`config.mk`:
```
export PLATFORM = sky130hd
export DESIGN_NAME = sbl_ctrl
export DESIGN_NICKNAME = d
export VERILOG_FILES = /design/src/rtl/core/sbl_pkg.sv /design/src/rtl/core/sbl_ctrl.sv
export SDC_FILE = /design/constraint.sdc
export NUM_CORES = 1
export LEC_CHECK = 0
export ABC_AREA = 1
export BUFFER_PORTS_ARGS = -buffer_cell sky130_fd_sc_hd__buf_2
export CORE_AREA = 4 4 41 43
export CTS_CLUSTER_DIAMETER = 120
export DETAILED_ROUTE_END_ITERATION = 12
export DIE_AREA = 0 0 45 47
export PLACE_DENSITY = 0.38
export RECOVER_POWER = 25
export SLEW_MARGIN = 5
export SYNTH_ARGS = -nofsm -noshare
export SYNTH_HDL_FRONTEND = slang
export SYNTH_SLANG_ARGS = --single-unit
```
`constraint.sdc`:
```
create_clock -name clock -period 2 [get_ports clock]
set_input_delay 0.2 -clock clock [delete_from_list [all_inputs] [get_ports clock]]
set_output_delay 0.2 -clock clock [all_outputs]
set_load 0.02 [all_outputs]
```
`src/rtl/core/sbl_pkg.sv`:
```
// Shared constants, register codes and controller/datapath handshake types
// for the Sobel edge filter. No dependencies.
package sbl_pkg;

   localparam int MAX_WIDTH_DEF = 1024;
   localparam int HEIGHT_LIMIT  = 4096;

   localparam int PIX_W      = 8;
   localparam int ROW_W      = 12;
   localparam int COL_OUT_W  = 10;
   localparam int VAL_W      = 12;
   localparam int WREG_W     = 11;
   localparam int HREG_W     = 13;
   localparam int MODE_W     = 2;
   localparam int CSR_IDX_W  = 2;
   localparam int CSR_DATA_W = 13;

   // square root of h*h + v*v
   localparam int SQ_W   = 20;
   localparam int ROOT_W = 11;
   localparam int RAD_W  = 2 * ROOT_W;
   localparam int REM_W  = ROOT_W + 1;
   localparam int CNT_W  = $clog2(ROOT_W + 1);

   localparam logic [CSR_IDX_W-1:0] CSR_WIDTH  = 2'd0;
   localparam logic [CSR_IDX_W-1:0] CSR_HEIGHT = 2'd1;
   localparam logic [CSR_IDX_W-1:0] CSR_MODE   = 2'd2;

   localparam logic [MODE_W-1:0] MODE_HORIZ = 2'd0;
   localparam logic [MODE_W-1:0] MODE_VERT  = 2'd1;
   localparam logic [MODE_W-1:0] MODE_MAG   = 2'd2;

   localparam logic [WREG_W-1:0] WIDTH_RESET  = 11'd512;
   localparam logic [HREG_W-1:0] HEIGHT_RESET = 13'd512;

   typedef struct packed {
      logic load;        // accept pixel, read line stores
      logic grad;        // form gradients, write line stores, advance counters
      logic square;      // register h*h and v*v
      logic root_start;  // load the square-root unit
      logic load_out;    // move result into the output register
   } sbl_cmd_type;

   typedef struct packed {
      logic emit;        // current centre is interior
      logic magnitude;   // mode selects magnitude
      logic root_busy;
      logic out_free;    // output register can take a result
   } sbl_status_type;

endpackage

```
`src/rtl/core/sbl_ctrl.sv`:
```
// Sequencing state machine of the Sobel edge filter: one pixel at a time
// through gradient, optional square root and output load. Depends on sbl_pkg.
module sbl_ctrl import sbl_pkg::*; (
   input  logic           clock,
   input  logic           reset,
   input  logic           req_valid,
   output logic           req_ready,
   input  sbl_status_type status,
   output sbl_cmd_type    cmd
);

   typedef enum logic [2:0] {
      ST_IDLE,
      ST_GRAD,
      ST_SQUARE,
      ST_START,
      ST_ROOT,
      ST_OUT
   } state_type;

   state_type state_ff, state_in;
   logic      ready_ff;

   always_comb begin
      state_in = state_ff;
      cmd      = '0;
      case (state_ff)
         ST_IDLE: begin
            cmd.load = ready_ff && req_valid;
            if (cmd.load) begin
               state_in = ST_GRAD;
            end
         end
         ST_GRAD: begin
            cmd.grad = 1'b1;
            if (!status.emit) begin
               state_in = ST_IDLE;
            end else if (status.magnitude) begin
               state_in = ST_SQUARE;
            end else begin
               state_in = ST_OUT;
            end
         end
         ST_SQUARE: begin
            cmd.square = 1'b1;
            state_in   = ST_START;
         end
         ST_START: begin
            cmd.root_start = 1'b1;
            state_in       = ST_ROOT;
         end
         ST_ROOT: begin
            if (!status.root_busy) begin
               state_in = ST_OUT;
            end
         end
         ST_OUT: begin
            if (status.out_free) begin
               cmd.load_out = 1'b1;
               state_in     = ST_IDLE;
            end
         end
         default: begin
            state_in = ST_IDLE;
         end
      endcase
   end

   always_ff @(posedge clock) begin
      if (reset) begin
         state_ff <= ST_IDLE;
         ready_ff <= 1'b1;
      end else begin
         state_ff <= state_in;
         ready_ff <= (state_in == ST_IDLE);
      end
   end

   assign req_ready = ready_ff;

endmodule

```
==> results.sh <==
export IMPL_area_growth_pct=36.0
export IMPL_globalRouteOverflowTotal=0
export IMPL_startpoint_type="flop"
export IMPL_grt_start_max_net_pins=6
export IMPL_cp_max_fo=5
export IMPL_drt_iter0_drc=0
export IMPL_reg2reg_slack_ns=0.95
export IMPL_vias_per_cell=3.88
export IMPL_dr_wl_met3_um=28
export IMPL_synth_area_um2=278
export IMPL_drt_antenna_violating_nets=0
export IMPL_antenna_found_initial=0
export IMPL_synth_top_cell_by_area="dfxtp_1"
export IMPL_fmax_mhz=752
export IMPL_dr_wl_met2_um=289
export IMPL_die_h_um=47
export IMPL_wl_um=564
export IMPL_period_minus_slack_ns=1.33
export IMPL_chipWidth_um=45
export IMPL_p_leak_nw=0.243
export IMPL_worstMarginPinSlew_ns=0.259
export IMPL_vias=279
export IMPL_die_area_um2=2120
export IMPL_rows=13
export IMPL_crit_required_ns=1.80
export IMPL_grt_pass1_vias=267
export IMPL_ys_seq_elements=4
export IMPL_pin_count=13
export IMPL_cts_buffer_depth=2
export IMPL_cts_sinks=4
export IMPL_path_clk_slew_ns=0.04
export IMPL_final_nets=66
export IMPL_combPwrFrac=0.319
export IMPL_hold_slack_ns=0.171
export IMPL_port_buffers=12
export IMPL_gp_congestion=0.636
export IMPL_cp_arrival_ns=1.13
export IMPL_worstHoldPathType="in -> reg"
export IMPL_grt_usage=0.0664
export IMPL_synthCells=42
export IMPL_fin_crit_sh=0.665
export IMPL_drc=0
export IMPL_maxSlewHeadroom=0.828
export IMPL_synth_fp_nets=49
export IMPL_ctsHoldBuffers=0
export IMPL_layout_drive_gt1_share=0.474
export IMPL_finalSetupViolCount=0
export IMPL_post_cts_buffers=0
export IMPL_avgRoutedWirePerCell_um=7.83
export IMPL_intPower_mw=0.190
export IMPL_antennaDiodeCount=0
export IMPL_numCtsBuffers=3
export IMPL_synth_top_cell_area_share=0.288
export IMPL_top_layer="met3"
export IMPL_status="completed"
export IMPL_pwr_share_seq=0.344
export IMPL_switching_share=0.338
export IMPL_crit_path_end_kind="output port"
export IMPL_drv_slew=0
export IMPL_core_area_um2=1300
export IMPL_netlist_cell_type_count=11
export IMPL_syn_area_per_cell_um2=6.61
export IMPL_ir_worst_vdd_uv=225
export IMPL_wl_met1_um=246
export IMPL_cts_tree="done"
export IMPL_start_util=0.213
export IMPL_rsz0062_at_grt="false"
export IMPL_drtPass1Iterations=1
export IMPL_clock_root_buffer="clkbuf_4"
export IMPL_cts_resized=0
export IMPL_p_sw_mw=0.0969
export IMPL_hold_violations=0
export IMPL_cts_max_level=1
export IMPL_power_density_nw_per_um2=759
export IMPL_ys_seq_area_frac=0.288
export IMPL_skew_ns=0.000942
export IMPL_dp_hpwl_um=504
export IMPL_ys_warnings_count=0
export IMPL_fin_tns_setup_ns=0
export IMPL_clk_latency_ns=0.23
export IMPL_pwr_share_clk=0.337
export IMPL_grt_pass1_wl_um=979
export IMPL_critPathKind="reg -> out"
export IMPL_maxCapViolCount=0
export IMPL_synthTopCellsByArea="dfxtp_1 29%, nor2_2 14%, inv_1 12%"
==> metrics by stage <==
stage | utilization | instance area [um2] | std cells | power, mW | worst slack (ns)
after CTS | 0.291 | 379 | 72 | 0.300 | 0.689
after global routing | 0.290 | 378 | 72 | 0.314 | 0.571
after detailed placement | 0.274 | 357 | 69 | 0.195 | 0.944
after global placement | 0.274 | 357 | 69 | 0.196 | 0.934
after floorplan | - | 278 | 42 | 0.167 | 0.999
final | 0.290 | 378 | 72 | 0.287 | 0.670
==> path summary, 6_finish.rpt <==
kind	start	endpoint	depth (start not counted)
worst max-delay path	state_ff[2]	cmd[2]	4
worst min-delay path	reset	state_ff[0]	2
worst max register to register	state_ff[2]	req_ready	7
worst min register to register	req_ready	state_ff[0]	4
==> metal layers <==
metal / track usage / vias up
met2: 0.102 / 4
li1: - / 156
met5: 0 / -
met3: 0.0268 / 0
met1: 0.0729 / 119
met4: 0.0526 / 0
==> cell usage in the layout, fill, tap and decap left out <==
master	instances
inv_2	1
inv_1	10
nand3_2	3
dfxtp_1	4
nor2_1	5
nor2_2	6
nand3_1	5
clkbuf_4	3
clkbuf_1	1
nand2_2	2
nor2_4	1
buf_2	11
and3_1	1
nand2_1	4
==> worst max-delay path, cell delays in order, from the launching register on <==
cell and delay, ns:
dfxtp_1 0.34, inv_1 0.17, nand3_1 0.13, inv_1 0.10, buf_2 0.16
==> sequential cells by signal, summed over array words and instances (netlist names) <==
signal,cells
req_ready,1
state_ff,3
==> cell families after synthesis <==
logic type | share of synthesized area
flops | 0.288
simple gates | 0.563
buf+inv | 0.149
==> Yosys cell counts, drive strengths merged <==
cell type,n
nand2,6
and3,1
inv,11
nor2,12
nand3,8
dfxtp,4
==> power groups by stage <==
stage	registers, mW	clock network (mW)	logic (mW)
2_1_floorplan	0.104	0	0.0627
3_3_place_gp	0.100	0	0.0957
3_5_place_dp	0.100	0	0.0946
4_1_cts	0.0988	0.106	0.0949
5_1_grt	0.101	0.110	0.103
6_report	0.0986	0.0968	0.0915
==> final cells by class <==
type / count / area [um2]
flip-flops and latches: 4 / 80.1
clock buffers: 3 / 22.5
repair buffers: 12 / 58.8
inverters: 11 / 41.3
multi-input cells: 27 / 156
fillers: 170 / 923
well taps: 15 / 18.8
No activity file was read; power rests on OpenSTA's default activity.
